<file path="src/design/sct_pkg.sv">
`timescale 1ns / 1ps
// ----------------------------------------------------------------------------
// sct_pkg
// Shared types and codes for the shell command tokenizer.
// ----------------------------------------------------------------------------
package sct_pkg;

    localparam int POS_WIDTH_DEF = 16;
    localparam int TOKEN_POS_W   = 16;
    localparam int MAX_RES       = 3;
    localparam int CNT_W         = $clog2(MAX_RES + 1);

    // result kinds
    localparam logic [2:0] KIND_CHAR = 3'd0;
    localparam logic [2:0] KIND_WEND = 3'd1;
    localparam logic [2:0] KIND_OP   = 3'd2;
    localparam logic [2:0] KIND_END  = 3'd3;
    localparam logic [2:0] KIND_ERR  = 3'd4;

    // operator codes
    localparam logic [3:0] OP_OR         = 4'd0;
    localparam logic [3:0] OP_AND        = 4'd1;
    localparam logic [3:0] OP_ERR_APPEND = 4'd2;
    localparam logic [3:0] OP_ERR        = 4'd3;
    localparam logic [3:0] OP_APPEND     = 4'd4;
    localparam logic [3:0] OP_PIPE       = 4'd5;
    localparam logic [3:0] OP_AMP        = 4'd6;
    localparam logic [3:0] OP_SEMI       = 4'd7;
    localparam logic [3:0] OP_IN         = 4'd8;
    localparam logic [3:0] OP_OUT        = 4'd9;

    typedef enum logic [3:0] {
        MODE_START   = 4'd0,
        MODE_SAW1    = 4'd1,
        MODE_SAW1GT  = 4'd2,
        MODE_SAW2    = 4'd3,
        MODE_SAW2GT  = 4'd4,
        MODE_GT      = 4'd5,
        MODE_PIPE    = 4'd6,
        MODE_AMP     = 4'd7,
        MODE_WORD    = 4'd8,
        MODE_COMMENT = 4'd9
    } sct_mode_t;

    typedef enum logic [1:0] {
        Q_NONE   = 2'd0,
        Q_SINGLE = 2'd1,
        Q_DOUBLE = 2'd2
    } sct_quote_t;

    typedef struct packed {
        sct_mode_t  mode;
        sct_quote_t quote;
        logic       esc;
        logic       quoted;
    } sct_lex_state_t;

    typedef struct packed {
        logic [7:0] char_in;
        logic       end_line;
    } sct_in_t;

    typedef struct packed {
        logic [2:0]             kind;
        logic [7:0]             char_out;
        logic [3:0]             op_code;
        logic                   was_quoted;
        logic [TOKEN_POS_W-1:0] token_pos;
        logic                   last;
    } sct_out_t;

endpackage

</file>
<file path="src/design/sct_lexer.sv">
`timescale 1ns / 1ps
// ----------------------------------------------------------------------------
// sct_lexer
// One character step of the tokenizer: next lexer state and up to three
// result items.
// ----------------------------------------------------------------------------
module sct_lexer
    import sct_pkg::*;
#(
    parameter int POS_WIDTH = POS_WIDTH_DEF
)
(
    input  sct_lex_state_t               st,
    input  logic [POS_WIDTH-1:0]         char_index,
    input  logic [POS_WIDTH-1:0]         token_start,
    input  sct_in_t                      item,
    output sct_lex_state_t               st_next,
    output logic [POS_WIDTH-1:0]         char_index_next,
    output logic [POS_WIDTH-1:0]         token_start_next,
    output sct_out_t [MAX_RES-1:0]       res,
    output logic [CNT_W-1:0]             res_cnt
);

    localparam logic [7:0] CH_HASH = 8'h23;
    localparam logic [7:0] CH_ONE  = 8'h31;
    localparam logic [7:0] CH_TWO  = 8'h32;
    localparam logic [7:0] CH_BAR  = 8'h7c;
    localparam logic [7:0] CH_AMP  = 8'h26;
    localparam logic [7:0] CH_GT   = 8'h3e;
    localparam logic [7:0] CH_LT   = 8'h3c;
    localparam logic [7:0] CH_SEMI = 8'h3b;
    localparam logic [7:0] CH_BSL  = 8'h5c;
    localparam logic [7:0] CH_SQ   = 8'h27;
    localparam logic [7:0] CH_DQ   = 8'h22;
    localparam logic [7:0] CH_NL   = 8'h0a;

    function automatic logic is_space(input logic [7:0] c);
        return (c == 8'h20) || (c >= 8'h09 && c <= 8'h0d);
    endfunction

    function automatic logic is_break(input logic [7:0] c);
        return (c == CH_BAR) || (c == CH_AMP) || (c == CH_SEMI) || (c == CH_LT) || (c == CH_GT);
    endfunction

    function automatic sct_out_t make_res(input logic [2:0] kind, input logic [7:0] ch,
                                          input logic [3:0] op, input logic q,
                                          input logic [TOKEN_POS_W-1:0] pos);
        sct_out_t r;
        r.kind       = kind;
        r.char_out   = ch;
        r.op_code    = op;
        r.was_quoted = q;
        r.token_pos  = pos;
        r.last       = 1'b0;
        return r;
    endfunction

    logic [7:0]             c;
    logic [TOKEN_POS_W-1:0] idx16;
    logic [TOKEN_POS_W-1:0] ts16;

    assign c     = item.char_in;
    assign idx16 = TOKEN_POS_W'(char_index);
    assign ts16  = TOKEN_POS_W'(token_start);

    // token start handling for a character arriving outside any token
    logic           sc_emit;
    logic           sc_set_ts;
    sct_out_t       sc_res;
    sct_lex_state_t sc_st;

    always_comb
    begin
        sc_emit     = 1'b0;
        sc_set_ts   = 1'b0;
        sc_res      = make_res(KIND_CHAR, c, 4'd0, 1'b0, idx16);
        sc_st.mode  = MODE_START;
        sc_st.quote = Q_NONE;
        sc_st.esc   = 1'b0;
        sc_st.quoted = st.quoted;
        if (!is_space(c))
        begin
            sc_set_ts = 1'b1;
            priority if (c == CH_HASH)
                sc_st.mode = MODE_COMMENT;
            else if (c == CH_ONE)
                sc_st.mode = MODE_SAW1;
            else if (c == CH_TWO)
                sc_st.mode = MODE_SAW2;
            else if (c == CH_BAR)
                sc_st.mode = MODE_PIPE;
            else if (c == CH_AMP)
                sc_st.mode = MODE_AMP;
            else if (c == CH_GT)
                sc_st.mode = MODE_GT;
            else if (c == CH_SEMI)
            begin
                sc_emit = 1'b1;
                sc_res  = make_res(KIND_OP, 8'd0, OP_SEMI, 1'b0, idx16);
            end
            else if (c == CH_LT)
            begin
                sc_emit = 1'b1;
                sc_res  = make_res(KIND_OP, 8'd0, OP_IN, 1'b0, idx16);
            end
            else
            begin
                // open a fresh word with this character
                sc_st.mode   = MODE_WORD;
                sc_st.quoted = 1'b0;
                priority if (c == CH_BSL)
                    sc_st.esc = 1'b1;
                else if (c == CH_SQ)
                begin
                    sc_st.quoted = 1'b1;
                    sc_st.quote  = Q_SINGLE;
                end
                else if (c == CH_DQ)
                begin
                    sc_st.quoted = 1'b1;
                    sc_st.quote  = Q_DOUBLE;
                end
                else
                    sc_emit = 1'b1;
            end
        end
    end

    logic                   run_word;
    logic                   run_start;
    logic                   digit_word;
    logic                   is_err;
    sct_quote_t             wq;
    logic                   we;
    logic                   wqd;
    logic [TOKEN_POS_W-1:0] stop;
    logic [CNT_W-1:0]       n;
    sct_out_t [MAX_RES-1:0] list;
    sct_lex_state_t         nst;
    logic [POS_WIDTH-1:0]   nts;
    logic [POS_WIDTH-1:0]   nidx;

    always_comb
    begin
        n          = '0;
        list       = '0;
        nst        = st;
        nts        = token_start;
        nidx       = (char_index == '1) ? char_index : char_index + POS_WIDTH'(1);
        run_word   = 1'b0;
        run_start  = 1'b0;
        digit_word = 1'b0;
        is_err     = 1'b0;
        stop       = idx16;
        wq         = st.quote;
        we         = st.esc;
        wqd        = st.quoted;
        if (item.end_line)
        begin
            // flush the pending token, then close the line
            unique case (st.mode)
                MODE_SAW1, MODE_SAW2:
                begin
                    list[n] = make_res(KIND_CHAR, (st.mode == MODE_SAW1) ? CH_ONE : CH_TWO,
                                       4'd0, 1'b0, ts16);
                    n = n + 1'b1;
                    list[n] = make_res(KIND_WEND, 8'd0, 4'd0, 1'b0, ts16);
                    n = n + 1'b1;
                end
                MODE_SAW1GT, MODE_GT:
                begin
                    list[n] = make_res(KIND_OP, 8'd0, OP_OUT, 1'b0, ts16);
                    n = n + 1'b1;
                end
                MODE_SAW2GT:
                begin
                    list[n] = make_res(KIND_OP, 8'd0, OP_ERR, 1'b0, ts16);
                    n = n + 1'b1;
                end
                MODE_PIPE:
                begin
                    list[n] = make_res(KIND_OP, 8'd0, OP_PIPE, 1'b0, ts16);
                    n = n + 1'b1;
                end
                MODE_AMP:
                begin
                    list[n] = make_res(KIND_OP, 8'd0, OP_AMP, 1'b0, ts16);
                    n = n + 1'b1;
                end
                MODE_WORD:
                begin
                    // trailing backslash stays a literal
                    if (st.esc)
                    begin
                        list[n] = make_res(KIND_CHAR, CH_BSL, 4'd0, 1'b0, ts16);
                        n = n + 1'b1;
                    end
                    if (st.quote != Q_NONE)
                    begin
                        list[n] = make_res(KIND_ERR, 8'd0, 4'd0, 1'b0, ts16);
                        n = n + 1'b1;
                        is_err = 1'b1;
                    end
                    else
                    begin
                        list[n] = make_res(KIND_WEND, 8'd0, 4'd0, st.quoted, ts16);
                        n = n + 1'b1;
                    end
                end
                MODE_COMMENT:
                    stop = ts16;
                default:
                begin
                end
            endcase
            if (!is_err)
            begin
                list[n] = make_res(KIND_END, 8'd0, 4'd0, 1'b0, stop);
                n = n + 1'b1;
            end
            nst.mode   = MODE_START;
            nst.quote  = Q_NONE;
            nst.esc    = 1'b0;
            nst.quoted = 1'b0;
            nts        = '0;
            nidx       = '0;
        end
        else
        begin
            unique case (st.mode)
                MODE_COMMENT:
                begin
                end
                MODE_SAW1, MODE_SAW2:
                begin
                    if (c == CH_GT)
                        nst.mode = (st.mode == MODE_SAW1) ? MODE_SAW1GT : MODE_SAW2GT;
                    else
                    begin
                        // digit turns out to start a word
                        list[n] = make_res(KIND_CHAR, (st.mode == MODE_SAW1) ? CH_ONE : CH_TWO,
                                           4'd0, 1'b0, ts16);
                        n = n + 1'b1;
                        digit_word = 1'b1;
                        run_word   = 1'b1;
                    end
                end
                MODE_SAW1GT, MODE_GT:
                begin
                    nst.mode = MODE_START;
                    list[n] = make_res(KIND_OP, 8'd0, (c == CH_GT) ? OP_APPEND : OP_OUT,
                                       1'b0, ts16);
                    n = n + 1'b1;
                    run_start = (c != CH_GT);
                end
                MODE_SAW2GT:
                begin
                    nst.mode = MODE_START;
                    list[n] = make_res(KIND_OP, 8'd0, (c == CH_GT) ? OP_ERR_APPEND : OP_ERR,
                                       1'b0, ts16);
                    n = n + 1'b1;
                    run_start = (c != CH_GT);
                end
                MODE_PIPE:
                begin
                    nst.mode = MODE_START;
                    list[n] = make_res(KIND_OP, 8'd0, (c == CH_BAR) ? OP_OR : OP_PIPE,
                                       1'b0, ts16);
                    n = n + 1'b1;
                    run_start = (c != CH_BAR);
                end
                MODE_AMP:
                begin
                    nst.mode = MODE_START;
                    list[n] = make_res(KIND_OP, 8'd0, (c == CH_AMP) ? OP_AND : OP_AMP,
                                       1'b0, ts16);
                    n = n + 1'b1;
                    run_start = (c != CH_AMP);
                end
                MODE_WORD:
                    run_word = 1'b1;
                default:
                    run_start = 1'b1;
            endcase

            if (run_word)
            begin
                wq         = digit_word ? Q_NONE : st.quote;
                we         = digit_word ? 1'b0 : st.esc;
                wqd        = digit_word ? 1'b0 : st.quoted;
                nst.mode   = MODE_WORD;
                nst.quote  = wq;
                nst.esc    = 1'b0;
                nst.quoted = wqd;
                priority if (we)
                begin
                    // escaped newline is dropped
                    if (c != CH_NL)
                    begin
                        list[n] = make_res(KIND_CHAR, c, 4'd0, 1'b0, ts16);
                        n = n + 1'b1;
                    end
                end
                else if (wq == Q_NONE && (is_space(c) || is_break(c)))
                begin
                    list[n] = make_res(KIND_WEND, 8'd0, 4'd0, wqd, ts16);
                    n = n + 1'b1;
                    run_start = 1'b1;
                end
                else if (c == CH_BSL && wq != Q_SINGLE)
                    nst.esc = 1'b1;
                else if (c == CH_SQ && wq != Q_DOUBLE)
                begin
                    nst.quoted = 1'b1;
                    nst.quote  = (wq == Q_SINGLE) ? Q_NONE : Q_SINGLE;
                end
                else if (c == CH_DQ && wq != Q_SINGLE)
                begin
                    nst.quoted = 1'b1;
                    nst.quote  = (wq == Q_DOUBLE) ? Q_NONE : Q_DOUBLE;
                end
                else
                begin
                    list[n] = make_res(KIND_CHAR, c, 4'd0, 1'b0, ts16);
                    n = n + 1'b1;
                end
            end

            if (run_start)
            begin
                nst = sc_st;
                if (sc_set_ts)
                    nts = char_index;
                if (sc_emit)
                begin
                    list[n] = sc_res;
                    n = n + 1'b1;
                end
            end
        end
        if (n != '0)
            list[n - 1'b1].last = 1'b1;
    end

    assign st_next          = nst;
    assign token_start_next = nts;
    assign char_index_next  = nidx;
    assign res              = list;
    assign res_cnt          = n;

endmodule

</file>
<file path="src/design/shell_command_tokenizer.sv">
`timescale 1ns / 1ps
// An accepted request waits in the input register until the result buffer
// is empty or emptying. Throughput: one character per cycle while each
// yields at most one result and tok_ready is high; one with more results
// holds the three-entry buffer until the output port has sent them all,
// one per cycle. Reset: rst_n asynchronously empties both stages and
// returns the lexer to token start with zero positions; no clearing pass.
// ----------------------------------------------------------------------------
// shell_command_tokenizer
// Streaming tokenizer for shell command lines: words, quotes, escapes,
// operators, comments and end-of-line handling.
// ----------------------------------------------------------------------------
module shell_command_tokenizer
    import sct_pkg::*;
#(
    parameter int POS_WIDTH = POS_WIDTH_DEF
)
(
    input  logic     clk,
    input  logic     rst_n,
    input  logic     char_valid,
    output logic     char_ready,
    input  sct_in_t  char_item,
    output logic     tok_valid,
    input  logic     tok_ready,
    output sct_out_t tok_item
);

    sct_in_t                in_reg;
    logic                   in_valid_reg;
    sct_lex_state_t         st_reg;
    sct_lex_state_t         st_next;
    logic [POS_WIDTH-1:0]   char_index_reg;
    logic [POS_WIDTH-1:0]   char_index_next;
    logic [POS_WIDTH-1:0]   token_start_reg;
    logic [POS_WIDTH-1:0]   token_start_next;
    sct_out_t [MAX_RES-1:0] res_reg;
    sct_out_t [MAX_RES-1:0] res_next;
    logic [CNT_W-1:0]       cnt_reg;
    logic [CNT_W-1:0]       cnt_next;
    logic                   tok_take;
    logic                   load;

    sct_lexer #(
        .POS_WIDTH (POS_WIDTH)
    ) u_lexer (
        .st               (st_reg),
        .char_index       (char_index_reg),
        .token_start      (token_start_reg),
        .item             (in_reg),
        .st_next          (st_next),
        .char_index_next  (char_index_next),
        .token_start_next (token_start_next),
        .res              (res_next),
        .res_cnt          (cnt_next)
    );

    assign tok_valid  = (cnt_reg != '0);
    assign tok_item   = res_reg[0];
    assign tok_take   = tok_valid && tok_ready;
    // lex the held request once the result buffer is empty or emptying now
    assign load       = in_valid_reg &&
                        ((cnt_reg == '0) || ((cnt_reg == CNT_W'(1)) && tok_ready));
    assign char_ready = !in_valid_reg || load;

    always_ff @(posedge clk or negedge rst_n)
    begin
        if (!rst_n)
        begin
            in_valid_reg    <= 1'b0;
            cnt_reg         <= '0;
            st_reg.mode     <= MODE_START;
            st_reg.quote    <= Q_NONE;
            st_reg.esc      <= 1'b0;
            st_reg.quoted   <= 1'b0;
            char_index_reg  <= '0;
            token_start_reg <= '0;
        end
        else
        begin
            if (char_ready)
                in_valid_reg <= char_valid;
            if (load)
            begin
                cnt_reg         <= cnt_next;
                st_reg          <= st_next;
                char_index_reg  <= char_index_next;
                token_start_reg <= token_start_next;
            end
            else if (tok_take)
                cnt_reg <= cnt_reg - 1'b1;
        end
    end

    always_ff @(posedge clk)
    begin
        if (char_ready && char_valid)
            in_reg <= char_item;
        if (load)
            res_reg <= res_next;
        else if (tok_take)
        begin
            // advance the queue toward the output slot
            for (int i = 0; i < MAX_RES - 1; i++)
                res_reg[i] <= res_reg[i + 1];
        end
    end

`ifndef SYNTH
    a_last_on_tail: assert property (@(posedge clk) disable iff (!rst_n)
        tok_valid |-> res_reg[cnt_reg - 1'b1].last)
        else $error("final result of a request lacks its last flag");

    a_no_early_last: assert property (@(posedge clk) disable iff (!rst_n)
        (cnt_reg > CNT_W'(1)) |-> !res_reg[0].last)
        else $error("last flag shown while results of the request remain");

    a_line_reset: assert property (@(posedge clk) disable iff (!rst_n)
        (load && in_reg.end_line) |=>
            (st_reg.mode == MODE_START && char_index_reg == '0 && token_start_reg == '0))
        else $error("lexer state not cleared after end of line");
`endif

endmodule

</file>
<file path="config.mk">
export PLATFORM = sky130hd
export DESIGN_NAME = shell_command_tokenizer
export DESIGN_NICKNAME = d
export VERILOG_FILES = /design/src/design/sct_pkg.sv /design/src/design/sct_lexer.sv /design/src/design/shell_command_tokenizer.sv
export SDC_FILE = /design/constraint.sdc
export NUM_CORES = 1
export LEC_CHECK = 0
export ABC_AREA = 1
export BUFFER_PORTS_ARGS = -buffer_cell sky130_fd_sc_hd__buf_2
export CORE_ASPECT_RATIO = 2
export CORE_MARGIN = 1.5
export CORE_UTILIZATION = 55
export CTS_CLUSTER_SIZE = 40
export DETAILED_ROUTE_END_ITERATION = 10
export GPL_TIMING_DRIVEN = 0
export PLACE_DENSITY_LB_ADDON = 0.25
export SYNTH_ARGS = -nofsm -noshare
export SYNTH_HDL_FRONTEND = slang
export SYNTH_SLANG_ARGS = --single-unit
</file>
<file path="constraint.sdc">
create_clock -name clk -period 3.7 [get_ports clk]
set_clock_uncertainty 0.05 [all_clocks]
set_input_delay 0.185 -clock clk [delete_from_list [all_inputs] [get_ports clk]]
set_output_delay 0.185 -clock clk [all_outputs]
set_load 0.02 [all_outputs]
</file>
Word-level counts from Yosys, hierarchy flattened
Index checks and enable logic that the tools add are counted.
{"block": "totals", "ff_bits": 151, "latchBits": 0, "ram_bits": 0, "mem_bits_ro": 0, "output_inout_bits": 35, "word_cells": 287, "mem_count": 0}
{"block": "op_classes", "add_sub_neg": 7, "mul": 0, "n_div": 0, "order_cmp": 12, "eq_ne": 43, "shift": 0, "n_mux": 155, "bitwise": 0, "n_reduce_logical": 42}
{"cell": "$mux W99", "count": 14}
{"cell": "$bwmux W99", "count": 7}
{"cell": "$mux W33", "count": 19}
{"cell": "$demux W33 S2", "count": 5}
{"cell": "$pmux W33 S6", "count": 1}
{"cell": "$pmux W33 S5", "count": 1}
{"cell": "$mux W66", "count": 2}
{"cell": "$mux W16", "count": 7}
{"cell": "$eq A8 B6 Y1 const B", "count": 10}
{"cell": "$pmux W33 S2", "count": 1}
{"cell": "$mux W4", "count": 16}
{"cell": "$mux W2", "count": 27}
{"cell": "$mux W8", "count": 6}
{"cell": "$mux W1", "count": 38}
{"cell": "$mux W32", "count": 1}
{"cell": "$mux W30", "count": 1}
{"cell": "$mux W29", "count": 1}
{"cell": "$ne A3 B3 Y1 const B", "count": 9}
{"cell": "$add A16 B1 Y16 const B", "count": 1}
{"cell": "$eq A16 B16 Y1 const B", "count": 1}
{"cell": "$eq A4 B3 Y1 const B", "count": 4}
{"cell": "$eq A8 B7 Y1 const B", "count": 2}
{"cell": "$ne A8 B6 Y1 const B", "count": 2}
{"cell": "$lt A2 B3 Y1 const B", "count": 5}
{"cell": "35 further kinds", "count": 78}

Logic depth before layout (Yosys ltp)
{"block": "depth", "word_depth": 26, "ltp_mapped": 25, "mapped_depth_nobuf": 25}

Modules after synthesis
From an unflattened synthesis, not the netlist that was laid out.
{"block": "unflattened", "hier_cells": 1398, "hier_area_um2": 10292.4}
{"module": "shell_command_tokenizer", "n_inst": 1, "cells_each": 554, "area_each_um2": 6055.8}
{"module": "sct_lexer", "n_inst": 1, "cells_each": 844, "area_each_um2": 4236.6}

Least setup slack after synthesis
No wires, ideal clock.
{"block": "synth_path", "path_type": "flip-flop to flip-flop", "from": "reg in_reg[1] in the netlist's numbering", "to": "reg res_reg, in the netlist tok_item[21], data pin", "setup_ns": 0.265, "arrival_time_ns": 2.939, "setup_slack_ns": 0.447, "path_stages_with_launch": 24, "period_less_slack_ns": 3.253, "cell_sequence": "edfxtp_1 -> inv_2 -> nand2_2 -> nor2_2 -> nand2_2 -> nand2_4 -> inv_2 -> nor2_1 -> inv_1 -> ha_1 -> inv_1 -> nand3_1 -> nand3_1 -> nand2_1 -> nand2_1 -> nand2_1 -> inv_1 -> ha_1 -> nand2_2 -> nor2_4 -> inv_2 -> buf_2 -> o211ai_1 -> nand3_1"}
{"block": "synth_between", "elab_chain_cells": 25, "elab_cells_between_ends": 114, "classes_between": "add/sub (3); order compare (6); eq/ne (18); mux (72); reduce/logical (15)"}
{"item": "start: declaration", "line": "shell_command_tokenizer.sv:29", "rtl": "sct_in_t in_reg;"}
{"item": "start signal: assignment", "line": "shell_command_tokenizer.sv:98", "rtl": "in_reg <= char_item;"}
{"item": "parallel branches: the longest is 23 deep, another holds $add A2 B1 Y2"}
{"item": "$mux W99 (*)", "line": "sct_lexer.sv:341", "rtl": "if (n != '0)"}
{"item": "$mux W66 (*)", "line": "shell_command_tokenizer.sv:99", "rtl": "if (load)"}
{"item": "end signal: assignment", "line": "shell_command_tokenizer.sv:100", "rtl": "res_reg <= res_next;"}
{"item": "end signal: indexed assignment", "line": "shell_command_tokenizer.sv:105", "rtl": "res_reg[i] <= res_reg[i + 1];"}
{"item": "end: declaration", "line": "shell_command_tokenizer.sv:37", "rtl": "sct_out_t [MAX_RES-1:0] res_reg;"}
Every way passes the cells marked *. The select of a mux whose other input is x is not followed.
A chain may end at the register's enable or synchronous reset.

Final worst setup path
{"block": "layout_path", "from": "reg in_reg[5] in the netlist's numbering", "to": "reg res_reg, in the netlist tok_item[26], data pin"}
{"block": "layout_between", "elab_chain_cells": 25, "elab_cells_between_ends": 114, "classes_between": "add/sub (3); order compare (6); eq/ne (18); mux (72); reduce/logical (15)"}
{"item": "parallel branches: the longest is 23 deep, another holds $add A2 B1 Y2"}
{"item": "$mux W99 (*)", "line": "sct_lexer.sv:341"}
{"item": "$mux W66 (*)", "line": "shell_command_tokenizer.sv:99"}
Marks and branches as above.

==> flow_summary.yaml <==
status:
  outcome: "finished clean"
clocking:
  root_buffer: "clkbuf_16"
  htree_levels: 4
  clk_pin_slew_worst_paths_ns: 0.06
  cts_tree: "done"
  clkSinkCount: 145
  cts_buffers: 17
  cts_buffer_depth: 2
  insertion_delay_ns: 0.44
grt:
  grt_use_met1_pct: 40.8
  met3_usage_pct: 10.4
  grt_max_degree: 66
  grtUsageTotal_pct: 41.8
  overflow: 0
  grt_pass1_wl_um: 52000
  grt_pass1_vias: 9223
  grt_util_met2_pct: 70.0
  grt-busiest-layer: "met2"
  antenna_found_initial: 0
critical_path:
  cp_max_fo: 9
  worstPathCellList: "nand2_2, nor2_4, nand2_4, nand2_8, inv_6, nor2_4, clkinvlp_4, ha_1, inv_1, nand3_1, nand3_1, nand2_1, nand2_2, nand2_2, inv_2, ha_4, nand2_8, nor2_4, buf_8, nor3_2, a21oi_4, nor2_1"
  slowest_stage: "edfxtp_1"
  crit_family: "simple AND/OR/NAND/NOR gates"
  worstPathRequired_ns: 3.84
  worst-path-buf-inv: 5
  path_class: "reg2reg"
  cp-start-kind: "flip-flop"
  cp_slowest_stage_delay_ns: 0.51
  cp.arrival_ns: 3.79
  end_kind: "flip-flop"
timing:
  hold_viol: 0
  rsz0062_at_grt: "true"
  whs_ns: 0.0689
  worst_pin_slew_ns: 1.17
  post-route-period-util_pct: 98.8
  slew-limit-headroom_pct: 22.2
  drv_slew: 0
  fin_setup_tns_ns: 0
  min_period_ns: 3.66
  fmax_mhz: 274
  setup_viol: 0
synthesis:
  async_reset_ff_share_pct: 29.7
  synth_edf_count: 102
  synthCells: 1129
  syn_area_per_cell_sq_um: 8.04
  synth-adder-area-share_pct: 1.52
  synth_seq_cells: 145
  synth_xor_area_share_pct: 0.0965
  yosys.area_share.simple_pct: 21.7
  ys_types: 48
  synth.area.mux_share_pct: 0
  synth-compound-area-share_pct: 19.9
  synth_top_family_by_area: "simple AND/OR/NAND/NOR gates"
  ys.flop_type: "edfxtp_1"
  synth_warnings: 0
  syn_area_sq_um: 9080
  yosysSeqAreaShare_pct: 45.6
  synth_fp_nets: 1153
floorplan:
  die_x_um: 93.9
  die_area_sq_um: 17300
  die_y_um: 185
  core_sq_um: 16200
  rows: 66
  initial_utilization_pct: 56.1
  io_pins: 48
worst_hold_path:
  min_path_type: "in2reg"
final_layout:
  area_delta_synth_final_pct: 17.6
  insertedDiodeCount: 0
  final_nets: 1253
  final_cell_mix: "178 x nand2_1, 120 x inv_1, 102 x edfxtp_1"
  layout_commonest_cell: "nand2_1"
  seqCellArea_sq_um: 4140
  instances_no_fill: 1446
  multiInputGateArea_sq_um: 4110
  largest_reg_flops: 60
  num-fill-cells: 1478
  layout-drive-gt1-share_pct: 19.4
placed_design:
  numPortBuffers: 47
  dpl.cell_count: 1381
  place_congestion: 1.06
  hpwl_um: 24800
detailed_routing:
  routed_via_density: 6.41
  drc: 0
  drt-pass1-iter-count: 6
  wl_um: 34600
  dr_total_vias: 9262
  drt_iter0_drc: 1036
  final_antenna_net_count: 0
  post_drt_wl_per_cell_um: 23.9
job:
  maxCapViolCount: 0
power:
  ir_drop_mv: 0.488
  leakage_nw: 4.38
  power.density_nw_per_um2: 986
worst reg2reg max path: cells and delay by family (launching register included):
| kind | cells | cell delay [ns] |
|---|---|---|
| adder cells (fa/ha/maj) | 2 | 0.44 |
| flip-flops | 1 | 0.51 |
| AO/OA/AOI/OAI | 1 | 0.30 |
| buffers and inverters | 5 | 0.55 |
| AND/OR/NAND/NOR | 14 | 1.57 |
report_power, final:
part           leakage, nW  internal (mW)  switching, mW
clock                0.272           1.00          0.751
sequential            1.58           2.63          0.314
combinational         2.52           1.76           4.07
total                 4.38           5.39           5.13
routing by layer:
metal	up-vias	routed length [um]
met4	0	4090
met1	4245	10800
met3	280	2810
met2	647	16900
met5	-	0
li1	4090	-
kinds of logic after synthesis:
family	Yosys count
buffers and inverters	227
XOR/XNOR	1
adder cells (fa/ha/maj)	11
flip-flops	145
AO/OA/AOI/OAI	314
AND/OR/NAND/NOR	431
cell type report:
type | instances | share of cell area [%]
Timing Repair Buffer | 81 | 5.09
Sequential cell | 145 | 38.8
Inverter | 147 | 5.31
Clock buffer | 18 | 4.02
Buffer | 80 | 4.49
Tap cell | 204 | 2.39
Multi-Input combinational cell | 757 | 38.5
Clock inverter | 14 | 1.45
cell usage after synthesis (10+ instances only):
cell type  number  area, sq um
nor2_1        103          387
nand2_1       187          702
nand3_1        54          270
a31oi_1        11         68.8
ha_1           11          138
buf_4          36          270
o211ai_1       13         97.6
dfrtp_1        43         1080
nand4_1        10         62.6
o22ai_1        54          338
inv_1         125          469
inv_2          21         78.8
nor3_1         31          155
o21ai_1        25          125
a21oi_1        82          410
a22oi_1        16          120
o21ai_0        89          445
clkbuf_1       28          105
edfxtp_1      102         3060
nand2_2        11         68.8
final timing paths:
path / start / end / slack (ns) / cells after the start
worst max-delay path: in_reg[5] / tok_item[26] / 0.04 / 22
worst min-delay path: tok_ready / in_valid_reg / 0.07 / 4
worst max register to register: in_reg[5] / tok_item[26] / 0.04 / 22
worst min register to register: res_reg[82] / res_reg[49] / 0.47 / 2
max in group asynchronous: rst_n / st_reg[7] / 2.41 / 2
min in group asynchronous: rst_n / token_start_reg[9] / 0.46 / 2
per-stage QoR:
stage	total power [mW]	setup slack [ns]	utilization [%]	area [sq um]
floorplan	6.31	0.447	-	9080
global placement	8.10	-1.18	59.1	9570
detailed placement	8.16	-1.14	59.3	9590
CTS	10.1	-0.00313	64.6	10500
global route	11.0	-0.0170	66.0	10700
finish	10.5	0.0441	66.0	10700
what timing repair did:
action | in CTS | in global routing
buffers inserted | 11 | 11
endpoints found under the hold margin | 53 | 0
setup endpoints to repair | 90 | 74
hold buffers | 11 | 0
pin swaps | 7 | 12
resized for setup | 34 | 30
No activity file was read; power rests on OpenSTA's default activity.
